File: src/rtl/cse_pkg.sv
// Shared types and constants of the counting semaphore engine.
`timescale 1ns / 1ps

package cse_pkg;

    // Transaction field widths
    localparam int CMD_W    = 2;
    localparam int SID_W    = 4;
    localparam int PID_W    = 5;
    localparam int INIT_W   = 8;
    localparam int STATUS_W = 3;
    localparam int NEWID_W  = 4;

    // Packed port widths (padded to whole bytes)
    localparam int IN_DATA_W  = 24;
    localparam int OUT_DATA_W = 16;

    // Command codes
    localparam logic [CMD_W-1:0] CMD_CREATE = 2'd0;
    localparam logic [CMD_W-1:0] CMD_LOCK   = 2'd1;
    localparam logic [CMD_W-1:0] CMD_UNLOCK = 2'd2;

    // Result status codes
    typedef enum logic [STATUS_W-1:0] {
        ST_PROCEED   = 3'd0,
        ST_SUSPENDED = 3'd1,
        ST_RELEASED  = 3'd2,
        ST_NO_FREE   = 3'd3,
        ST_QFULL     = 3'd4
    } status_t;

    // Wait-queue memory operation
    typedef struct packed {
        logic wr;
        logic rd;
    } mem_op_t;

endpackage

File: src/rtl/cse_wait_mem.sv
// Wait-queue storage: single port RAM with registered read data.
`timescale 1ns / 1ps

module cse_wait_mem #(
    parameter int ADDR_W = 9,
    parameter int DATA_W = 5
) (
    input  logic                clk,
    input  cse_pkg::mem_op_t    op,
    input  logic [ADDR_W-1:0]   addr,
    input  logic [DATA_W-1:0]   wdata,
    output logic [DATA_W-1:0]   rdata
);

    localparam int DEPTH = 1 << ADDR_W;

    logic [DATA_W-1:0] mem [DEPTH];
    logic [DATA_W-1:0] rdata_reg;

    // One write or one read per cycle
    always_ff @(posedge clk)
    begin
        if (op.wr)
        begin
            mem[addr] <= wdata;
        end
        if (op.rd)
        begin
            rdata_reg <= mem[addr];
        end
    end

    assign rdata = rdata_reg;

endmodule

File: src/rtl/counting_semaphore_engine_core.sv
// Top level of the counting semaphore engine.
`timescale 1ns / 1ps
// Counting semaphore engine: a pool of NUM_SEMS semaphores with FIFO wait queues.
// Input channel s_axis: one transaction per kernel call, cmd in tuser
// (create, lock, unlock), semaphore id, caller pid and initial count in tdata.
// Output channel m_axis: exactly one result per call, status in tuser,
// allocated id and released pid in tdata.
// Create hands out ids 0, 1, ... in ascending order; ids are never returned.
// A call passes the input register, then the result register, which loads
// once the result side is free or being read. Throughput: one call per cycle
// while the receiver keeps up; the count, queue head and fill of a semaphore
// are read and updated combinationally and written back together, and the
// wait-queue RAM takes one access per call.
// The result register parts the two sides: a call is still taken while the
// result waits, and a stalled receiver stops the engine only once both the
// input and result registers are full; s_axis_tready then goes low.
// Reset: all counts, queue heads and fills go to zero and every id is free.
// Wait-queue RAM contents are not cleared; no clearing pass is needed and
// the block takes calls as soon as reset is released.
module counting_semaphore_engine_core #(
    parameter int NUM_SEMS   = 16,
    parameter int NUM_PROCS  = 32,
    parameter int COUNT_BITS = 8
) (
    input  logic                             clk,
    input  logic                             rst_n,
    input  logic                             s_axis_tvalid,
    output logic                             s_axis_tready,
    // [3:0] sem_id, [8:4] caller_pid, [16:9] initial_count, [23:17] zero
    input  logic [cse_pkg::IN_DATA_W-1:0]    s_axis_tdata,
    // [1:0] cmd
    input  logic [cse_pkg::CMD_W-1:0]        s_axis_tuser,
    output logic                             m_axis_tvalid,
    input  logic                             m_axis_tready,
    // [3:0] new_id, [8:4] released_pid, [15:9] zero
    output logic [cse_pkg::OUT_DATA_W-1:0]   m_axis_tdata,
    // [2:0] status
    output logic [cse_pkg::STATUS_W-1:0]     m_axis_tuser
);

    localparam int SEM_W  = $clog2(NUM_SEMS);
    localparam int ALLOC_W = $clog2(NUM_SEMS + 1);
    localparam int QW     = $clog2(NUM_PROCS);
    localparam int FW     = $clog2(NUM_PROCS + 1);
    localparam int ADDR_W = SEM_W + QW;
    localparam int PID_W  = cse_pkg::PID_W;

    // Input register
    logic                        in_v_reg;
    logic [cse_pkg::CMD_W-1:0]   cmd_reg;
    logic [cse_pkg::SID_W-1:0]   sid_reg;
    logic [PID_W-1:0]            pid_reg;
    logic [cse_pkg::INIT_W-1:0]  init_reg;

    // Per-semaphore state
    logic [COUNT_BITS-1:0] count_reg [NUM_SEMS];
    logic [QW-1:0]         head_reg  [NUM_SEMS];
    logic [FW-1:0]         fill_reg  [NUM_SEMS];
    logic [ALLOC_W-1:0]    alloc_reg;
    logic [ALLOC_W-1:0]    alloc_next;

    // Result register
    logic                           out_v_reg;
    cse_pkg::status_t               status_reg;
    cse_pkg::status_t               status_next;
    logic [cse_pkg::NEWID_W-1:0]    new_id_reg;
    logic [cse_pkg::NEWID_W-1:0]    new_id_next;

    // Working signals
    logic                  load;
    logic                  sid_ok;
    logic                  free_empty;
    logic [SEM_W-1:0]      sidx;
    logic [SEM_W-1:0]      aidx;
    logic [SEM_W-1:0]      widx;
    logic [COUNT_BITS-1:0] cur_count;
    logic [QW-1:0]         cur_head;
    logic [FW-1:0]         cur_fill;
    logic [FW:0]           tail_sum;
    logic [QW-1:0]         tail_slot;
    logic [QW-1:0]         head_inc;
    logic [31:0]           init_ext;
    logic                  st_we;
    logic [COUNT_BITS-1:0] count_new;
    logic [QW-1:0]         head_new;
    logic [FW-1:0]         fill_new;
    cse_pkg::mem_op_t      mem_op;
    logic [ADDR_W-1:0]     mem_addr;
    logic [PID_W-1:0]      mem_rdata;

    // Handshake: result register parts the two sides
    assign load          = in_v_reg && (!out_v_reg || m_axis_tready);
    assign s_axis_tready = !in_v_reg || load;

    always_ff @(posedge clk or negedge rst_n)
    begin
        if (!rst_n)
        begin
            in_v_reg <= 1'b0;
        end
        else if (s_axis_tready)
        begin
            in_v_reg <= s_axis_tvalid;
        end
    end

    // Input payload, no reset
    always_ff @(posedge clk)
    begin
        if (s_axis_tvalid && s_axis_tready)
        begin
            cmd_reg  <= s_axis_tuser;
            sid_reg  <= s_axis_tdata[3:0];
            pid_reg  <= s_axis_tdata[8:4];
            init_reg <= s_axis_tdata[16:9];
        end
    end

    // Addressing and current state of the addressed semaphore
    assign sid_ok     = (32'(sid_reg) < 32'(NUM_SEMS));
    assign sidx       = SEM_W'(sid_reg);
    assign aidx       = SEM_W'(alloc_reg);
    assign free_empty = (alloc_reg == ALLOC_W'(NUM_SEMS));
    assign widx       = (cmd_reg == cse_pkg::CMD_CREATE) ? aidx : sidx;
    assign cur_count  = count_reg[sidx];
    assign cur_head   = head_reg[sidx];
    assign cur_fill   = fill_reg[sidx];
    assign init_ext   = 32'(init_reg);

    // Tail slot (head + fill) wrapped once, head advance wrapped
    assign tail_sum  = (FW + 1)'(cur_head) + (FW + 1)'(cur_fill);
    assign tail_slot = (tail_sum >= (FW + 1)'(NUM_PROCS))
                     ? QW'(tail_sum - (FW + 1)'(NUM_PROCS)) : QW'(tail_sum);
    assign head_inc  = (32'(cur_head) == 32'(NUM_PROCS - 1)) ? '0 : cur_head + 1'b1;

    // Command decode and state update
    always_comb
    begin
        status_next = cse_pkg::ST_PROCEED;
        new_id_next = '0;
        alloc_next  = alloc_reg;
        st_we       = 1'b0;
        count_new   = cur_count;
        head_new    = cur_head;
        fill_new    = cur_fill;
        mem_op      = '0;
        mem_addr    = {sidx, cur_head};
        case (cmd_reg)
            cse_pkg::CMD_CREATE:
            begin
                if (free_empty)
                begin
                    status_next = cse_pkg::ST_NO_FREE;
                end
                else
                begin
                    alloc_next  = alloc_reg + 1'b1;
                    st_we       = 1'b1;
                    count_new   = init_ext[COUNT_BITS-1:0];
                    head_new    = '0;
                    fill_new    = '0;
                    new_id_next = cse_pkg::NEWID_W'(alloc_reg);
                end
            end
            cse_pkg::CMD_LOCK:
            begin
                if (sid_ok)
                begin
                    if (cur_count != '0)
                    begin
                        st_we     = 1'b1;
                        count_new = cur_count - 1'b1;
                    end
                    else if (cur_fill == FW'(NUM_PROCS))
                    begin
                        status_next = cse_pkg::ST_QFULL;
                    end
                    else
                    begin
                        st_we       = 1'b1;
                        fill_new    = cur_fill + 1'b1;
                        mem_op.wr   = 1'b1;
                        mem_addr    = {sidx, tail_slot};
                        status_next = cse_pkg::ST_SUSPENDED;
                    end
                end
            end
            cse_pkg::CMD_UNLOCK:
            begin
                if (sid_ok)
                begin
                    if (cur_fill == '0)
                    begin
                        st_we = 1'b1;
                        if (cur_count != {COUNT_BITS{1'b1}})
                        begin
                            count_new = cur_count + 1'b1;
                        end
                    end
                    else
                    begin
                        st_we       = 1'b1;
                        head_new    = head_inc;
                        fill_new    = cur_fill - 1'b1;
                        mem_op.rd   = 1'b1;
                        status_next = cse_pkg::ST_RELEASED;
                    end
                end
            end
            default:
            begin
                status_next = cse_pkg::ST_PROCEED;
            end
        endcase
        if (!load)
        begin
            mem_op = '0;
        end
    end

    // Per-semaphore state and id allocator
    always_ff @(posedge clk or negedge rst_n)
    begin
        if (!rst_n)
        begin
            for (int i = 0; i < NUM_SEMS; i++)
            begin
                count_reg[i] <= '0;
                head_reg[i]  <= '0;
                fill_reg[i]  <= '0;
            end
            alloc_reg <= '0;
        end
        else if (load)
        begin
            alloc_reg <= alloc_next;
            if (st_we)
            begin
                count_reg[widx] <= count_new;
                head_reg[widx]  <= head_new;
                fill_reg[widx]  <= fill_new;
            end
        end
    end

    // Wait-queue RAM
    cse_wait_mem #(
        .ADDR_W (ADDR_W),
        .DATA_W (PID_W)
    ) u_wait_mem (
        .clk   (clk),
        .op    (mem_op),
        .addr  (mem_addr),
        .wdata (pid_reg),
        .rdata (mem_rdata)
    );

    // Result register
    always_ff @(posedge clk or negedge rst_n)
    begin
        if (!rst_n)
        begin
            out_v_reg <= 1'b0;
        end
        else if (load)
        begin
            out_v_reg <= 1'b1;
        end
        else if (m_axis_tready)
        begin
            out_v_reg <= 1'b0;
        end
    end

    always_ff @(posedge clk)
    begin
        if (load)
        begin
            status_reg <= status_next;
            new_id_reg <= new_id_next;
        end
    end

    // Output packing; released pid shows only on a release
    assign m_axis_tvalid = out_v_reg;
    assign m_axis_tuser  = status_reg;
    assign m_axis_tdata  = {7'b0,
                            (status_reg == cse_pkg::ST_RELEASED) ? mem_rdata : {PID_W{1'b0}},
                            new_id_reg};

endmodule

File: config.mk
export PLATFORM = sky130hd
export DESIGN_NAME = counting_semaphore_engine_core
export DESIGN_NICKNAME = d
export VERILOG_FILES = /design/src/rtl/cse_pkg.sv /design/src/rtl/cse_wait_mem.sv /design/src/rtl/counting_semaphore_engine_core.sv
export SDC_FILE = /design/constraint.sdc
export NUM_CORES = 2
export LEC_CHECK = 0
export ABC_AREA = 0
export CORE_UTILIZATION = 57
export CTS_CLUSTER_DIAMETER = 40
export DETAILED_ROUTE_END_ITERATION = 10
export DONT_BUFFER_PORTS = 1
export PLACE_DENSITY_LB_ADDON = 0.1
export SLEW_MARGIN = 20
export SYNTH_ARGS = -nofsm -noshare
export SYNTH_HDL_FRONTEND = slang
export SYNTH_SLANG_ARGS = --single-unit
File: constraint.sdc
create_clock -name clk -period 7.65 [get_ports clk]
set_clock_uncertainty 0.1 [all_clocks]
set_input_delay 0.765 -clock clk [delete_from_list [all_inputs] [get_ports clk]]
set_output_delay 0.765 -clock clk [all_outputs]
set_load 0.01 [all_outputs]
==> metrics.csv <==
stage,metric,value,unit
run_status,status,"complete, but fails checks",
run_status,violations,hold timing,
floorplan,rows,166,
synthesis,async_flop_share,0.107,
detailed_routing,post_drt_wl_per_cell,34.2,um
detailed_routing,wirelength,389000,um
detailed_routing,drt_first_iter_violations,12938,
synthesis,ys_types,95,
synthesis,syn_avg_cell_area,14.4,um2
grt,grt_pass1_wl,555000,um
cells_and_area,drive_above_1_share,0.164,
critical_path,reg2reg_depth,16,
grt,grt_busiest_layer,met2,
floorplan,fp.dieW,456,um
grt,grt-ovfl-total,0,
power,vdd_drop_max,274,uV
power,p_leak,0.0441,uW
sta,setup_ws,42.3,ps
clocking,cts_tree,done,
floorplan,die_area,208000,um2
detailed_routing,post-route-drc-count,0,
sta,max_freq,0.131,GHz
synthesis,ys_ff_latch,2902,
sta,holdWs,-499,ps
synthesis,synth_edf_count,2591,
synthesis,netlist_area,118000,um2
critical_path,cp-end-kind,flip-flop,
placed_design,dpl_worst_slack,-128,ps
cells_and_area,area_growth,15.9,%
floorplan,start_util,0.574,
floorplan,ios,51,
cells_and_area,largest_reg_flops,2560,
clocking,htreeDepth,5,
critical_path,critPathKind,flip-flop to flip-flop,
sta,fin_crit_sh,0.994,
run,maxCapViolCount,0,
synthesis,synth-seq-area-share,0.728,
cells_and_area,final_area,136000,um2
grt,grt.met2_usage,0.559,
clocking,cts_root_buf,clkbuf_16,
critical_path,critPathLaunchType,flip-flop,
sta,setup_violations,0,
detailed_routing,ant_nets,0,
detailed_routing,vias,80251,
clocking,clk_latency,990,ps
grt,grt_pass1_vias,77396,
clocking,cts_sinks,2902,
sta,hold_viol,311,
clocking,hold_buffers,22,
critical_path,crit_fanout,18,
clocking,clk_pin_slew,50,ps
synthesis,netlist_instances,8174,
sta,setup_tns,0,ps
synthesis,ys_warn_count,0,
placed_design,portBuffers,0,
grt,use_met1,0.505,
grt,grt_usage,0.369,
detailed_routing,dr.pass1.iters,9,
grt,grtUsageMet3,0.0951,
clocking,numCtsBuffers,396,
critical_path,arrival,8210,ps
detailed_routing,viasPerCell,7.06,
placed_design,hpwlAfterDp,238000,um
sta,drv_slew,0,
power,powerDensity,293,nW/um2
critical_path,required,8250,ps
synthesis,synth-main-ff-cell,edfxtp_1,
cells_and_area,final_nets,8402,
clocking,clockBufferDepth,4,
floorplan,die_h,456,um
sta,max_slew_margin,0.132,
floorplan,core-area,205000,um2
sta,fin_crit,7610,ps
placed_design,dpl_cell_area,123000,um2
sta,worst_pin_slew,1300,ps
placed_design,gp_congestion,0.946,
hold_path,hold_path_class,input port to asynchronous set/reset pin,
grt,grt_max_degree,312,
grt,antenna_found_initial,19,
==> what timing repair did <==
item | in CTS | in global routing
endpoints found under the hold margin | 332 | 311
endpoints found under the setup margin | 2 | 3
resized for setup | 0 | 4
pin swaps | 0 | 0
setup buffers | 4 | 0
==> logic make-up after synthesis <==
family / synth area share
buf+inv: 0.0266
other cells: 0.0000319
xor+xnor: 0.00127
flops: 0.728
compound gates: 0.155
mux: 0.0301
fa+ha+maj: 0.00166
simple gates: 0.0567
==> synth_stat cells, types with 18 or more instances <==
cell | number | area [um2]
nand4_1 | 68 | 425
buf_1 | 58 | 218
nand2_1 | 419 | 1570
a22oi_1 | 499 | 3750
a21o_1 | 24 | 180
a32oi_1 | 41 | 359
o22a_1 | 22 | 193
o22ai_1 | 84 | 526
o21ai_0 | 1084 | 5430
o211ai_1 | 19 | 143
a2111oi_0 | 78 | 683
a41o_1 | 107 | 1070
dfrtp_1 | 311 | 7780
a31oi_1 | 66 | 413
a21boi_0 | 20 | 150
edfxtp_1 | 2591 | 77800
nor4_1 | 43 | 269
mux4_2 | 39 | 878
o221ai_1 | 23 | 201
mux2_2 | 158 | 1780
nor3_1 | 80 | 400
a221oi_1 | 30 | 263
clkbuf_1 | 481 | 1810
mux2i_1 | 83 | 831
nand3_1 | 84 | 420
buf_2 | 145 | 726
nor2_1 | 575 | 2160
a41oi_1 | 72 | 631
a21oi_1 | 241 | 1210
and3_1 | 42 | 263
nor2b_1 | 49 | 307
and2_1 | 18 | 113
a22o_1 | 207 | 1810
and4_1 | 23 | 201
==> critical path: stages (launching register included) <==
cell and delay, ps:
edfxtp_1 730, or3b_1 460, buf_4 390, o22ai_1 180, or4b_1 780, or3_2 580, a211oi_4 270, mux2i_4 620
a21oi_4 250, buf_12 240, a22o_1 240, a2111oi_0 660, o22ai_1 190, o41a_1 740, a211oi_2 570, buf_4 200
nand3b_1 70
==> layout make-up <==
type | instances | area, um2
flip-flops and latches | 2902 | 85600
fillers | 14375 | 68600
multi-input cells | 4542 | 29300
clock buffers | 436 | 10200
repair buffers | 495 | 4830
well taps | 2688 | 3360
clock inverters | 276 | 2820
inverters | 20 | 75.1
diodes | 14 | 35.0
==> report_power, final <==
group / leakage (uW) / switching [uW] / internal [uW] / total, uW
clock: 0.00626 / 7120 / 11000 / 18100
sequential: 0.0275 / 212 / 17700 / 17900
combinational: 0.0103 / 2750 / 1200 / 3940
==> cell usage in the layout (no fill, tap or decap), drive strengths merged, types with 137 or more instances in the layout <==
| cell type | count |
|---|---|
| edfxtp | 2591 |
| o21ai | 1094 |
| nor2 | 576 |
| a22oi | 499 |
| buf | 473 |
| clkbuf | 436 |
| nand2 | 419 |
| dfrtp | 311 |
| a21oi | 246 |
| a22o | 207 |
| mux2 | 160 |
| clkinv | 137 |
==> routing by layer <==
| layer | routed length (um) | vias up |
|---|---|---|
| li1 | - | 32896 |
| met1 | 144000 | 40507 |
| met2 | 176000 | 5792 |
| met3 | 49600 | 1042 |
| met4 | 19700 | 14 |
| met5 | 102 | - |
==> worst paths after layout <==
check	start	to	slack, ps
worst min-delay path	rst_n	alloc_reg[3]	-500
worst max-delay path	sid_reg[3]	u_wait_mem.rdata[0]	40
worst min register to register	count_reg[72]	count_reg[72]	370
worst max register to register	sid_reg[3]	u_wait_mem.rdata[0]	40
min in group clk	s_axis_tvalid	init_reg[5]	300
max in group asynchronous	rst_n	head_reg[64]	6980
==> metrics by stage <==
step | utilization | hold WS (ps) | power, uW | instances
after floorplan | - | 343 | 20400 | 8180
after global placement | 0.600 | 357 | 21900 | 10619
after detailed placement | 0.600 | 366 | 22000 | 10621
after CTS | 0.665 | -578 | 39900 | 11359
after global routing | 0.665 | -549 | 40800 | 11362
final | 0.665 | -499 | 39900 | 11373
Note: power is estimated with default switching activity, not from simulation.
